[config.mk]
export PLATFORM = sky130hd
export DESIGN_NAME = prefixed_literal_byte_parser_unit
export DESIGN_NICKNAME = d
export VERILOG_FILES = /design/src/plp_pkg.sv /design/src/prefixed_literal_byte_parser_unit.sv
export SDC_FILE = /design/constraint.sdc
export NUM_CORES = 1
export LEC_CHECK = 0
export BUFFER_PORTS_ARGS = -buffer_cell sky130_fd_sc_hd__buf_2
export CORE_MARGIN = 2
export CORE_UTILIZATION = 30
export CTS_CLUSTER_SIZE = 12
export DETAILED_ROUTE_END_ITERATION = 6
export PLACE_DENSITY = 0.51
export SLEW_MARGIN = 20
export SYNTH_ARGS = -nofsm -noshare
export SYNTH_HDL_FRONTEND = slang
export SYNTH_SLANG_ARGS = --single-unit
[constraint.sdc]
create_clock -name clk -period 3.5 [get_ports clk]
set_clock_uncertainty 0.15 [all_clocks]
set_input_delay 0.175 -clock clk [delete_from_list [all_inputs] [get_ports clk]]
set_output_delay 0.175 -clock clk [all_outputs]
set_load 0.02 [all_outputs]
[src/plp_pkg.sv]
// ----------------------------------------------------------------------------
// plp_pkg: shared types and constants for the prefixed literal byte parser
// Parse phases, base codes and the per-character digit decode.
// ----------------------------------------------------------------------------
package plp_pkg;

  typedef enum logic [2:0] {
    PH_START  = 3'b001,
    PH_ZERO   = 3'b010,
    PH_DIGITS = 3'b100
  } phase_t;

  typedef logic [1:0] radix_t;

  localparam radix_t RAD_BIN = 2'd0;
  localparam radix_t RAD_OCT = 2'd1;
  localparam radix_t RAD_DEC = 2'd2;
  localparam radix_t RAD_HEX = 2'd3;

  localparam logic [7:0] CHR_0  = 8'h30;
  localparam logic [7:0] CHR_9  = 8'h39;
  localparam logic [7:0] CHR_LA = 8'h61;
  localparam logic [7:0] CHR_LF = 8'h66;
  localparam logic [7:0] CHR_UA = 8'h41;
  localparam logic [7:0] CHR_UF = 8'h46;
  localparam logic [7:0] CHR_LB = 8'h62;
  localparam logic [7:0] CHR_UB = 8'h42;
  localparam logic [7:0] CHR_LO = 8'h6f;
  localparam logic [7:0] CHR_UO = 8'h4f;
  localparam logic [7:0] CHR_LX = 8'h78;
  localparam logic [7:0] CHR_UX = 8'h58;

  typedef struct packed {
    logic       ok;
    logic [3:0] val;
  } digit_t;

  // Decode one character as a digit of the given base.
  function automatic digit_t digit_of(input logic [7:0] c, input radix_t rad);
    digit_t     d;
    logic [7:0] diff;
    d    = '{ok: 1'b0, val: 4'd0};
    diff = 8'd0;
    if (c >= CHR_0 && c <= CHR_9) begin
      diff = c - CHR_0;
      d    = '{ok: 1'b1, val: diff[3:0]};
    end else if (rad == RAD_HEX && c >= CHR_LA && c <= CHR_LF) begin
      diff = c - CHR_LA + 8'd10;
      d    = '{ok: 1'b1, val: diff[3:0]};
    end else if (rad == RAD_HEX && c >= CHR_UA && c <= CHR_UF) begin
      diff = c - CHR_UA + 8'd10;
      d    = '{ok: 1'b1, val: diff[3:0]};
    end
    if (rad == RAD_BIN && d.val > 4'd1) d.ok = 1'b0;
    if (rad == RAD_OCT && d.val > 4'd7) d.ok = 1'b0;
    return d;
  endfunction

  // acc * base + digit, modulo 256, using shifts and adds only.
  function automatic logic [7:0] mac_digit(input logic [7:0] acc, input radix_t rad,
                                           input logic [3:0] dv);
    logic [7:0] scaled;
    unique case (rad)
      RAD_BIN: scaled = {acc[6:0], 1'b0};
      RAD_OCT: scaled = {acc[4:0], 3'b000};
      RAD_HEX: scaled = {acc[3:0], 4'b0000};
      default: scaled = {acc[4:0], 3'b000} + {acc[6:0], 1'b0};
    endcase
    return scaled + {4'd0, dv};
  endfunction

endpackage

[src/prefixed_literal_byte_parser_unit.sv]
// ----------------------------------------------------------------------------
// prefixed_literal_byte_parser_unit: streaming integer literal parser
// Parses binary, octal, hex (prefixed) and decimal literals into a byte.
// ----------------------------------------------------------------------------
// The final character is held in the input register, then its result in the
// result register. One character enters per cycle unless a final character
// waits on a full, stalled result register; a new one still enters while a
// result waits. Reset (rst_n low, synchronous) empties both registers and
// returns the parse state to the start of a literal in decimal.
module prefixed_literal_byte_parser_unit
  import plp_pkg::*;
(
  input  logic       clk,
  input  logic       rst_n,
  input  logic       in_tvalid,
  output logic       in_tready,
  input  logic [7:0] in_tdata,   // [7:0] char_code
  input  logic       in_tlast,   // last_char
  output logic       out_tvalid,
  input  logic       out_tready,
  output logic [7:0] out_tdata,  // [7:0] byte_value
  output logic [2:0] out_tuser   // [0] parse_status, [2:1] base_found
);

  logic       s1_v_r, s1_v_nxt;
  logic [7:0] s1_char_r;
  logic       s1_last_r;
  logic       s1_adv;

  phase_t     phase_r, phase_nxt;
  radix_t     rad_r, rad_nxt;
  logic [7:0] acc_r, acc_nxt;
  logic       bad_r, bad_nxt;
  logic       dig_r, dig_nxt;

  logic       out_v_r, out_v_nxt;
  logic [7:0] out_data_r;
  logic [2:0] out_user_r;
  logic       load_out;

  radix_t     use_rad;
  digit_t     dg;
  logic       is_b, is_o, is_x, ok;
  logic [7:0] upd_acc;
  logic       upd_bad, upd_dig;

  // The input stage only stalls when it holds a final character and the
  // result register cannot take it.
  assign s1_adv    = !s1_last_r || !out_v_r || out_tready;
  assign in_tready = !s1_v_r || s1_adv;
  assign load_out  = s1_v_r && s1_last_r && s1_adv;

  assign s1_v_nxt  = (in_tvalid && in_tready) ? 1'b1 : (s1_adv ? 1'b0 : s1_v_r);
  assign out_v_nxt = load_out ? 1'b1 : (out_tready ? 1'b0 : out_v_r);

  always_comb begin
    is_b = (s1_char_r == CHR_LB) || (s1_char_r == CHR_UB);
    is_o = (s1_char_r == CHR_LO) || (s1_char_r == CHR_UO);
    is_x = (s1_char_r == CHR_LX) || (s1_char_r == CHR_UX);

    use_rad = (phase_r == PH_START) ? RAD_DEC : rad_r;
    dg      = digit_of(s1_char_r, use_rad);
    upd_acc = dg.ok ? mac_digit(acc_r, use_rad, dg.val) : acc_r;
    upd_dig = dg.ok ? 1'b1 : dig_r;
    upd_bad = dg.ok ? bad_r : 1'b1;

    phase_nxt = PH_DIGITS;
    rad_nxt   = use_rad;
    acc_nxt   = upd_acc;
    bad_nxt   = upd_bad;
    dig_nxt   = upd_dig;

    unique case (phase_r)
      PH_START: begin
        phase_nxt = (s1_char_r == CHR_0) ? PH_ZERO : PH_DIGITS;
      end
      PH_ZERO: begin
        if (is_b || is_o || is_x) begin
          rad_nxt = is_b ? RAD_BIN : (is_o ? RAD_OCT : RAD_HEX);
          acc_nxt = 8'd0;
          dig_nxt = 1'b0;
          bad_nxt = bad_r;
        end
      end
      default: begin
      end
    endcase

    ok = !bad_nxt && dig_nxt;
  end

  always_ff @(posedge clk) begin
    if (!rst_n) begin
      s1_v_r  <= 1'b0;
      out_v_r <= 1'b0;
      phase_r <= PH_START;
      rad_r   <= RAD_DEC;
      acc_r   <= 8'd0;
      bad_r   <= 1'b0;
      dig_r   <= 1'b0;
    end else begin
      s1_v_r  <= s1_v_nxt;
      out_v_r <= out_v_nxt;
      if (s1_v_r && s1_adv) begin
        if (s1_last_r) begin
          // end of literal: back to the start state
          phase_r <= PH_START;
          rad_r   <= RAD_DEC;
          acc_r   <= 8'd0;
          bad_r   <= 1'b0;
          dig_r   <= 1'b0;
        end else begin
          phase_r <= phase_nxt;
          rad_r   <= rad_nxt;
          acc_r   <= acc_nxt;
          bad_r   <= bad_nxt;
          dig_r   <= dig_nxt;
        end
      end
    end
  end

  always_ff @(posedge clk) begin
    if (in_tvalid && in_tready) begin
      s1_char_r <= in_tdata;
      s1_last_r <= in_tlast;
    end
    if (load_out) begin
      out_data_r <= ok ? acc_nxt : 8'd0;
      out_user_r <= {rad_nxt, !ok};
    end
  end

  assign out_tvalid = out_v_r;
  assign out_tdata  = out_data_r;
  assign out_tuser  = out_user_r;

endmodule

# Word-level counts from Yosys, hierarchy flattened
# Cells that the tools add are included.
dict set report totals {
  regBits 37
  latch_bits 0
  mem_bits_rw 0
  rom_bits 0
  in_bits 13
  out_inout_bits 13
  n_memories 0
}
dict set report op_classes {
  add_sub_neg 7
  multipliers 0
  div_mod_pow 0
  magnitude_cmp 8
  eq_ne 11
  shift 0
  n_mux 31
  bitwise 0
  reduce_logical 28
}
# operator n
set ops {}
lappend ops {{$eq 8x7->1 const B} 6}
lappend ops {{$mux 8} 4}
lappend ops {{$pmux 8 s3} 1}
lappend ops {{$ge 8x7->1 const B} 2}
lappend ops {{$le 8x7->1 const B} 2}
lappend ops {{$mux 5} 3}
lappend ops {{$mux 1} 14}
lappend ops {{$logic_and 1x1->1} 12}
lappend ops {{$mux 2} 6}
lappend ops {{$sub 4x1->4 const B} 3}
lappend ops {{$mux 3} 3}
lappend ops {{$add 4x4->4 const B} 2}
lappend ops {{$add 8x4->8} 1}
lappend ops {{$add 8x8->8} 1}
lappend ops {{$eq 8x6->1 const B} 1}
lappend ops {{$ge 8x6->1 const B} 1}
lappend ops {{$le 8x6->1 const B} 1}
lappend ops {{$logic_or 1x1->1} 8}
lappend ops {{$logic_not 1->1} 5}
lappend ops {{$gt 4x1->1 const B} 1}
lappend ops {{$gt 4x3->1 const B} 1}
lappend ops {{$reduce_bool 2->1} 2}
lappend ops {{$eq 3x1->1 const B} 1}
lappend ops {{$eq 3x2->1 const B} 1}
lappend ops {{other kinds (3)} 3}

# Depth between registers and ports, before layout
# Gate-level depths: netlist (run 1).
dict set report depth {
  word_depth 18
  ltp_mapped 13
}

# Least setup slack after synthesis (run 1)
# No wires, ideal clock.
dict set report synth_path {
  path_type {register to register}
  start {reg s1_char_r[0]}
  end {reg out_data_r[6], in the netlist out_tdata[6] (data pin)}
  setup_time_ns 0.254
  arrival_time_ns 2.623
  t_required_ns 3.096
  path_slack_ns 0.473
  stages_incl_launch_ff 14
  n_path_buf 0
  period_less_slack_ns 3.027
  path_cell_list {edfxtp_1 inv_1 ha_1 nor2b_1 a221oi_4 nor2b_1 o21ai_0 o21ai_0 ha_1 a21o_1 a21oi_1 nor3_1 xnor2_1 nor2b_2}
}
dict set report synth_between {
  elab_chain_cells 15
  word_cells_on_any_way 48
}
# element line
set synth_lines {}
lappend synth_lines {{from (decl)} prefixed_literal_byte_parser_unit.sv:26} ;# logic [7:0] s1_char_r;
lappend synth_lines {{from (signal assigned)} prefixed_literal_byte_parser_unit.sv:125} ;# s1_char_r <= in_tdata;
lappend synth_lines {{parallel branches: the longest is 15 deep, another holds $sub 4x1->4} n/a}
lappend synth_lines {{to (signal assigned)} prefixed_literal_byte_parser_unit.sv:129} ;# out_data_r <= ok ? acc_nxt : 8'd0;
lappend synth_lines {{to (decl)} prefixed_literal_byte_parser_unit.sv:37} ;# logic [7:0] out_data_r;
# Several ways; the timed one is not identified.
# A chain may end at the register's enable or synchronous reset.

# Worst setup path after layout (run 1)
# Same ends and word-level chain as after synthesis.

==> metrics.md, run 1 <==
| Metric | Value |
|---|---|
| Status | `finished clean` |
| Register clock-pin slew on the reported worst setup and hold paths | `0.07 ns` |
| Worst R2R Path Depth | `13` |
| Worst setup EP type | `flip-flop` |
| Post-CTS Setup Inserts | `0` |
| CP Max Fanout | `6` |
| H-tree Lvls | `2` |
| Detailed-routing wirelength on met1 | `2371 um` |
| Most frequent cells in the layout | `buf_2 (25), edfxtp_1 (20), nor2_1 (16), dfxtp_1 (15), a21oi_1 (12)` |
| Wire length on met2 | `2045 um` |
| Die X | `88.50 um` |
| Pin count of the biggest net entering global routing | `17` |
| Cell Pwr Density | `342.0 nW/um^2` |
| Starting Density | `31.18%` |
| Cts bufs inserted | `5` |
| Clk pwr share | `40.7%` |
| Post-route non-filler standard cell count | `348` |
| Fin. max-slew vios | `0` |
| Post-route DRC violation count | `0` |
| Worst Path Required | `3.38 ns` |
| Sequential Power Share | `50.8%` |
| Die Ht | `88.50 um` |
| RR Startpoint | `s1_char_r[0]` |
| RD Place Congestion | `0.8293` |
| Drt via density | `4.799` |
| Yosys cell types | `55` |
| Int Pwr | `687.2 uW` |
| VDD IR max | `157.0 uV` |
| DR pass1 iterations | `4` |
| Total vias in the final route | `1670` |
| Slew @ Worst Pin | `0.9725 ns` |
| Routed WL | `4656 um` |
| Post-synthesis average cell area | `10.15 um^2` |
| Post-synth EDFFs | `20` |
| IO Port Bufs | `25` |
| Post-Place Worst Slack | `0.1619 ns` |
| Synthesized flop and latch total | `35` |
| Clock Path Buffers | `2` |
| Clk Latency, worst-skew pair | `0.29 ns` |
| Hpwl dp | `3380 um` |
| First-pass GRT wire length | `7955 um` |
| Max-cap violations | `0` |
| Crit path capture | `out_tdata[6]` |
| Synth Flop Type | `edfxtp_1` |
| Syn Nets | `237` |
| Yosys warns | `0` |
| Antenna violations before repair | `0` |
| Leakage | `1.062 nW` |
| Gr ovfl total | `0` |
| I/O pins | `26` |
| N_diodes | `0` |
| Multi-input logic area | `1165 um^2` |
| Sequential cell area fraction in the yosys report | `42.06%` |
| Number of routed nets with antenna violations | `0` |
| Sink Count | `35` |
| Post-layout min period | `3.211 ns` |
| Setup TNS | `0 ns` |
| Placed cell count | `330` |
| DR top layer | `met4` |
| Layout overhead on the synthesized area | `21.96%` |
| Switching share of power | `23.09%` |
| Peak Freq | `0.3115 GHz` |
| Overall routing resource usage | `13.13%` |
| CTS Root Buffer Type | `clkbuf_8` |
| Reg area | `900.9 um^2` |
| Post-synthesis cell area | `2142 um^2` |
| Wire length per cell | `13.38 um` |
| Gate power share | `8.5%` |
| Met3 wire len | `165 um` |
| Fin nets | `277` |
| CTS tree | `built` |
| Setup WS post-layout | `0.2892 ns` |
| Crit path launch type | `flip-flop` |
| RSZ-0062 raised after global routing | `no` |
| Vias in the first global route | `1642` |
| Core area | `6869 um^2` |
| Layout fillers | `698` |
| Slew margin rel. | `34.87%` |
| Reg2reg end | `out_tdata[6]` |
| Fin. Hold Viols | `0` |
| Cell Rows | `30` |
| Final setup violating endpoints | `0` |
| Die area | `7832 um^2` |
| Crit path launch | `s1_char_r[0]` |
| Async SR Flop Fraction | `0%` |
| Most common cell after layout, fill and taps aside | `buf_2` |
| Hold WC Path Type | `in -> reg` |
| Synthesized instance count | `211` |
| PnR Total Power | `893.5 uW` |
| Psw | `206.3 uW` |
| Tcrit/Tclk final | `91.74%` |
| WP data arrival | `3.09 ns` |
| Crit Path Category | `reg -> reg` |
| Setup slack, reg-to-reg | `0.29 ns` |
| Drt initial violations | `96` |
| Layout cells sized above 1 | `22.22%` |
[area by class of cell]
class | instances | share of cell area [%]
clock buffer | 5 | 2.634
timing repair buffer | 43 | 10.92
tap | 96 | 4.598
clock inverter | 3 | 1.485
inverter | 9 | 1.293
multi-input combinational | 157 | 44.59
sequential | 35 | 34.48
[sequential cells by signal, indices dropped and copies added (netlist names)]
name        flops
out_tdata       8
acc_r           7
s1_last_r       1
out_tvalid      1
phase_r         3
s1_char_r       8
s1_v_r          1
out_tuser       3
bad_r           1
rad_r           2
[layer usage]
| layer | GRT usage [%] | vias to the layer above |
|---|---|---|
| li1 | - | 857 |
| met1 | 18.44 | 780 |
| met2 | 20.16 | 26 |
| met3 | 2.892 | 7 |
| met4 | 4.132 | 0 |
| met5 | 0 | - |
[power groups by stage]
stage                     registers [mW]  clock network, mW  logic, mW
final                              0.454              0.364     0.0759
after global routing               0.455              0.393     0.0849
after CTS                          0.454              0.376     0.0765
after detailed placement           0.463                  0     0.0678
after global placement             0.463                  0     0.0678
after floorplan                    0.464                  0     0.0426
[synth_stat cells (2+ instances only)]
cell,count,area share [%]
dfxtp_1,15,14
nor2_2,4,1.2
and2_1,4,1.2
mux2i_1,6,2.8
clkbuf_1,6,1.1
or3_1,2,0.58
nand3_1,4,0.93
nor3b_1,2,0.70
inv_1,9,1.6
a31oi_1,2,0.58
o31ai_1,2,0.70
nand4b_1,3,1.2
o21ai_0,7,1.6
nor3_1,9,2.1
edfxtp_1,20,28
a22oi_1,3,1.1
o21a_1,2,0.70
nor2b_1,6,1.8
nand2_1,8,1.4
a21o_1,7,2.5
fa_1,2,1.9
buf_2,3,0.70
nor2_1,16,2.8
nor2b_2,3,1.2
a21oi_1,12,2.8
xor2_1,2,0.82
ha_1,11,6.4
a22o_1,5,2.0
xnor2_1,6,2.5
nand2b_1,4,1.2
o22ai_1,2,0.58
[metrics by stage]
stage	utilization [%]	hold slack, ns	cell area (um^2)
3_3_place_gp	34.97	0.2020	2402
3_5_place_dp	34.97	0.2040	2402
4_1_cts	38.00	0.007124	2610
5_1_grt	38.03	0.03382	2613
2_1_floorplan	-	0.1239	2142
6_report	38.03	0.009168	2613
[worst min-delay path by stage]
stage                startpoint      endpoint  slack, ns  cells after the start
floorplan           in_tdata[0]  s1_char_r[0]       0.12                      0
global placement    in_tdata[2]  s1_char_r[2]       0.20                      1
detailed placement     in_tlast     s1_last_r       0.20                      1
CTS                   in_tvalid        s1_v_r      0.007                      3
global route          in_tvalid        s1_v_r       0.03                      3
finish                in_tvalid        s1_v_r      0.009                      3
[cell families (layout without fill, tap and decap cells)]
| kind of cell | count (synthesis) | after routing | share of synthesized area [%] |
|---|---|---|---|
| simple gates | 71 | 71 | 18.98 |
| compound gates | 58 | 58 | 20.39 |
| flops | 35 | 35 | 42.06 |
| buf+inv | 19 | 60 | 3.680 |
| fa+ha+maj | 13 | 13 | 8.294 |
| xor+xnor | 8 | 8 | 3.271 |
| mux | 7 | 7 | 3.330 |
[critical path, stage by stage (launching register included)]
cell and delay (ns):
edfxtp_1 0.43, inv_1 0.10, ha_1 0.21, nor2b_2 0.20
a221oi_4 0.30, buf_4 0.18, nand3_1 0.07, o21ai_1 0.23
ha_1 0.28, a21o_1 0.18, a21oi_1 0.21, nor3_1 0.09
xnor2_1 0.15, nor2b_2 0.17
[what timing repair did]
action                     in CTS  in global routing
gates resized for setup         0                  2
setup endpoints to repair       0                  4
hold endpoints to repair       10                  0
hold buffers                   10                  0
No activity file was read; power rests on OpenSTA's default activity.
==> inputs of run 2 (changes only) <==
--- a/config.mk
+++ b/config.mk
@@ -6,10 +6,10 @@
 export NUM_CORES = 1
 export LEC_CHECK = 0
 export BUFFER_PORTS_ARGS = -buffer_cell sky130_fd_sc_hd__buf_2
-export CORE_MARGIN = 2
 export CORE_UTILIZATION = 30
 export CTS_CLUSTER_SIZE = 12
 export DETAILED_ROUTE_END_ITERATION = 6
+export GPL_TIMING_DRIVEN = 0
 export PLACE_DENSITY = 0.51
 export SLEW_MARGIN = 20
 export SYNTH_ARGS = -nofsm -noshare
==> constraint.sdc (replaced) <==
create_clock -name clk -period 3.5 [get_ports clk]
set_clock_uncertainty 0.15 [all_clocks]
set_input_delay 0.175 -clock clk [delete_from_list [all_inputs] [get_ports clk]]
set_output_delay 0.175 -clock clk [all_outputs]
set_load 0.005 [all_outputs]
==> run 2 against run 1 <==
Compared with the run above: flip-flop and latch count did not move; wire length rose by 3.8%; register-to-register slack got worse by 0.03 ns; clock-buffer cell count did not move; clock power fell by 15%; power fell by 6.1%; final area barely moved; sequential share of layout area barely moved; die area fell by 4.5%; sequential power barely moved; critical endpoint unchanged; highest routed layer unchanged.
==> metrics.md, run 2 (synthesized netlist as in run 1, its figures left out) <==
| Metric | Value |
|---|---|
| Drt initial violations | `66` |
| Final Cell Area | `2611 um^2` |
| Post-route DRC violation count | `0` |
| Total vias in the final route | `1734` |
| Most Crowded Layer GR | `met2` |
| Sink Count | `35` |
| RD Place Congestion | `0.8171` |
| WHS Path Cells | `4` |
| DR pass1 iterations | `4` |
| Most common cell after layout, fill and taps aside | `buf_2` |
| Starting Density | `31.36%` |
| Die X | `86.50 um` |
| N_diodes | `0` |
| Sequential Power Share | `54.0%` |
| GR Util met3 | `2.952%` |
| Layout overhead on the synthesized area | `21.90%` |
| Overall routing resource usage | `14.07%` |
| Final setup violating endpoints | `0` |
| Status | `finished clean` |
| Vias in the first global route | `1626` |
| CTS tree | `built` |
| Drt via density | `4.898` |
| Gr ovfl total | `0` |
| Max-cap violations | `0` |
| Most frequent cells in the layout | `buf_2 (28), edfxtp_1 (20), nor2_1 (16), dfxtp_1 (15), a21oi_1 (12)` |
| VDD IR max | `149.1 uV` |
| Wire length per cell | `13.66 um` |
| Number of routed nets with antenna violations | `0` |
| Fin nets | `283` |
| Worst setup EP type | `flip-flop` |
| Tcrit/Tclk final | `92.58%` |
| CTS Root Buffer Type | `clkbuf_8` |
| Setup WS post-layout | `0.2597 ns` |
| M1 GR Usage | `19.45%` |
| Core area | `6832 um^2` |
| Cts bufs inserted | `5` |
| Placed cell areas | `2387 um^2` |
| WP data arrival | `3.15 ns` |
| Slew @ Worst Pin | `0.9902 ns` |
| RR Startpoint | `s1_char_r[4]` |
| Post-Place Worst Slack | `0.05412 ns` |
| Clk pwr share | `37.0%` |
| Switching share of power | `26.40%` |
| First-pass GRT wire length | `8010 um` |
| Cell Rows | `30` |
| IO Port Bufs | `25` |
| Setup TNS | `0 ns` |
| CP Max Fanout | `6` |
| Hold WC Path Type | `in -> reg` |
| Clock Path Buffers | `2` |
| Antenna violations before repair | `0` |
| GR met2 Demand/Resource | `21.50%` |
| Routed WL | `4835 um` |
| Leakage | `1.053 nW` |
| Setup slack, reg-to-reg | `0.26 ns` |
| Gate power share | `9.0%` |
| H-tree Lvls | `2` |
| Fin. max-slew vios | `0` |
| Post-layout min period | `3.240 ns` |
| Die area | `7482 um^2` |
| Peak Freq | `0.3086 GHz` |
| Worst Path Required | `3.41 ns` |
| Worst R2R Path Depth | `12` |
| Crit Path Category | `reg -> reg` |
| Die Ht | `86.50 um` |
| Hpwl dp | `3381 um` |
| Int Pwr | `617.3 uW` |
| Clk Latency, worst-skew pair | `0.29 ns` |
| Psw | `221.4 uW` |
| Reg2reg end | `out_tdata[6]` |
| I/O pins | `26` |
| Slew margin rel. | `33.68%` |
| Hold Crit Start | `out_tready` |
| Layout cells sized above 1 | `22.48%` |
| Register clock-pin slew on the reported worst setup and hold paths | `0.08 ns` |
| Fin. Hold Viols | `0` |
| Cell Pwr Density | `321.2 nW/um^2` |
| Layout fillers | `721` |
| Worst Hold Path EP | `s1_v_r` |
| Crit path launch type | `flip-flop` |
| Pin count of the biggest net entering global routing | `13` |
-- run 2: worst max path at each step --
stage / startpoint / to / slack (ns)
3_5_place_dp: s1_char_r[4] / out_tdata[6] / 0.05
5_1_grt: s1_char_r[7] / out_tdata[6] / -0.01
4_1_cts: s1_char_r[4] / out_tdata[6] / 0.04
6_report: s1_char_r[4] / out_tdata[6] / 0.26
2_1_floorplan: s1_char_r[0] / out_tdata[6] / 0.47
3_3_place_gp: s1_char_r[4] / out_tdata[6] / 0.05
-- run 2: timing repair --
| action | in CTS | in global routing |
|---|---|---|
| gates resized for setup | 0 | 3 |
| setup endpoints to repair | 0 | 7 |
| setup buffers | 0 | 4 |
| hold endpoints to repair | 10 | 0 |
| hold buffers | 10 | 0 |
-- run 2: per-stage QoR --
stage	hold slack (ns)	util, %	std cells	power [mW]
2_1_floorplan	0.1239	-	211	0.5038
3_3_place_gp	0.2028	34.95	332	0.5268
3_5_place_dp	0.2031	34.95	332	0.5265
4_1_cts	0.07551	37.69	350	0.8447
5_1_grt	0.09437	38.22	354	0.8760
6_report	0.08205	38.22	354	0.8388
-- run 2: final cells by class --
| type | count | area (um^2) | area share, % |
|---|---|---|---|
| Inverter | 9 | 33.78 | 1.294 |
| Multi-Input combinational cell | 157 | 1169 | 44.75 |
| Sequential cell | 35 | 900.9 | 34.50 |
| Tap cell | 96 | 120.1 | 4.600 |
| Buffer | 10 | 45.04 | 1.725 |
| Timing Repair Buffer | 39 | 255.2 | 9.775 |
| Clock inverter | 3 | 18.77 | 0.7187 |
| Clock buffer | 5 | 68.82 | 2.635 |
-- run 2: power by group through the flow --
stage,logic (mW),clock network [mW],registers [mW]
4_1_cts,0.0719,0.319,0.454
2_1_floorplan,0.0425,0,0.461
3_3_place_gp,0.0634,0,0.463
5_1_grt,0.0833,0.338,0.454
6_report,0.0758,0.310,0.453
3_5_place_dp,0.0630,0,0.463
-- run 2: metal layers --
layer,up-vias,share of wire [%]
li1,877,-
met5,-,0
met3,5,3.3
met1,813,52
met2,39,43
met4,0,1.5
-- run 2: critical path, cell delays in order, from the launching register on --
cell and delay (ns):
edfxtp_1 0.45, nor4b_2 0.33, nand4b_1 0.23, a221oi_4 0.38, nor2b_1 0.17, o21ai_0 0.10
o21ai_2 0.14, ha_1 0.26, a21o_1 0.18, a21oi_1 0.21, nor3_1 0.08, xnor2_1 0.15
nor2b_2 0.16
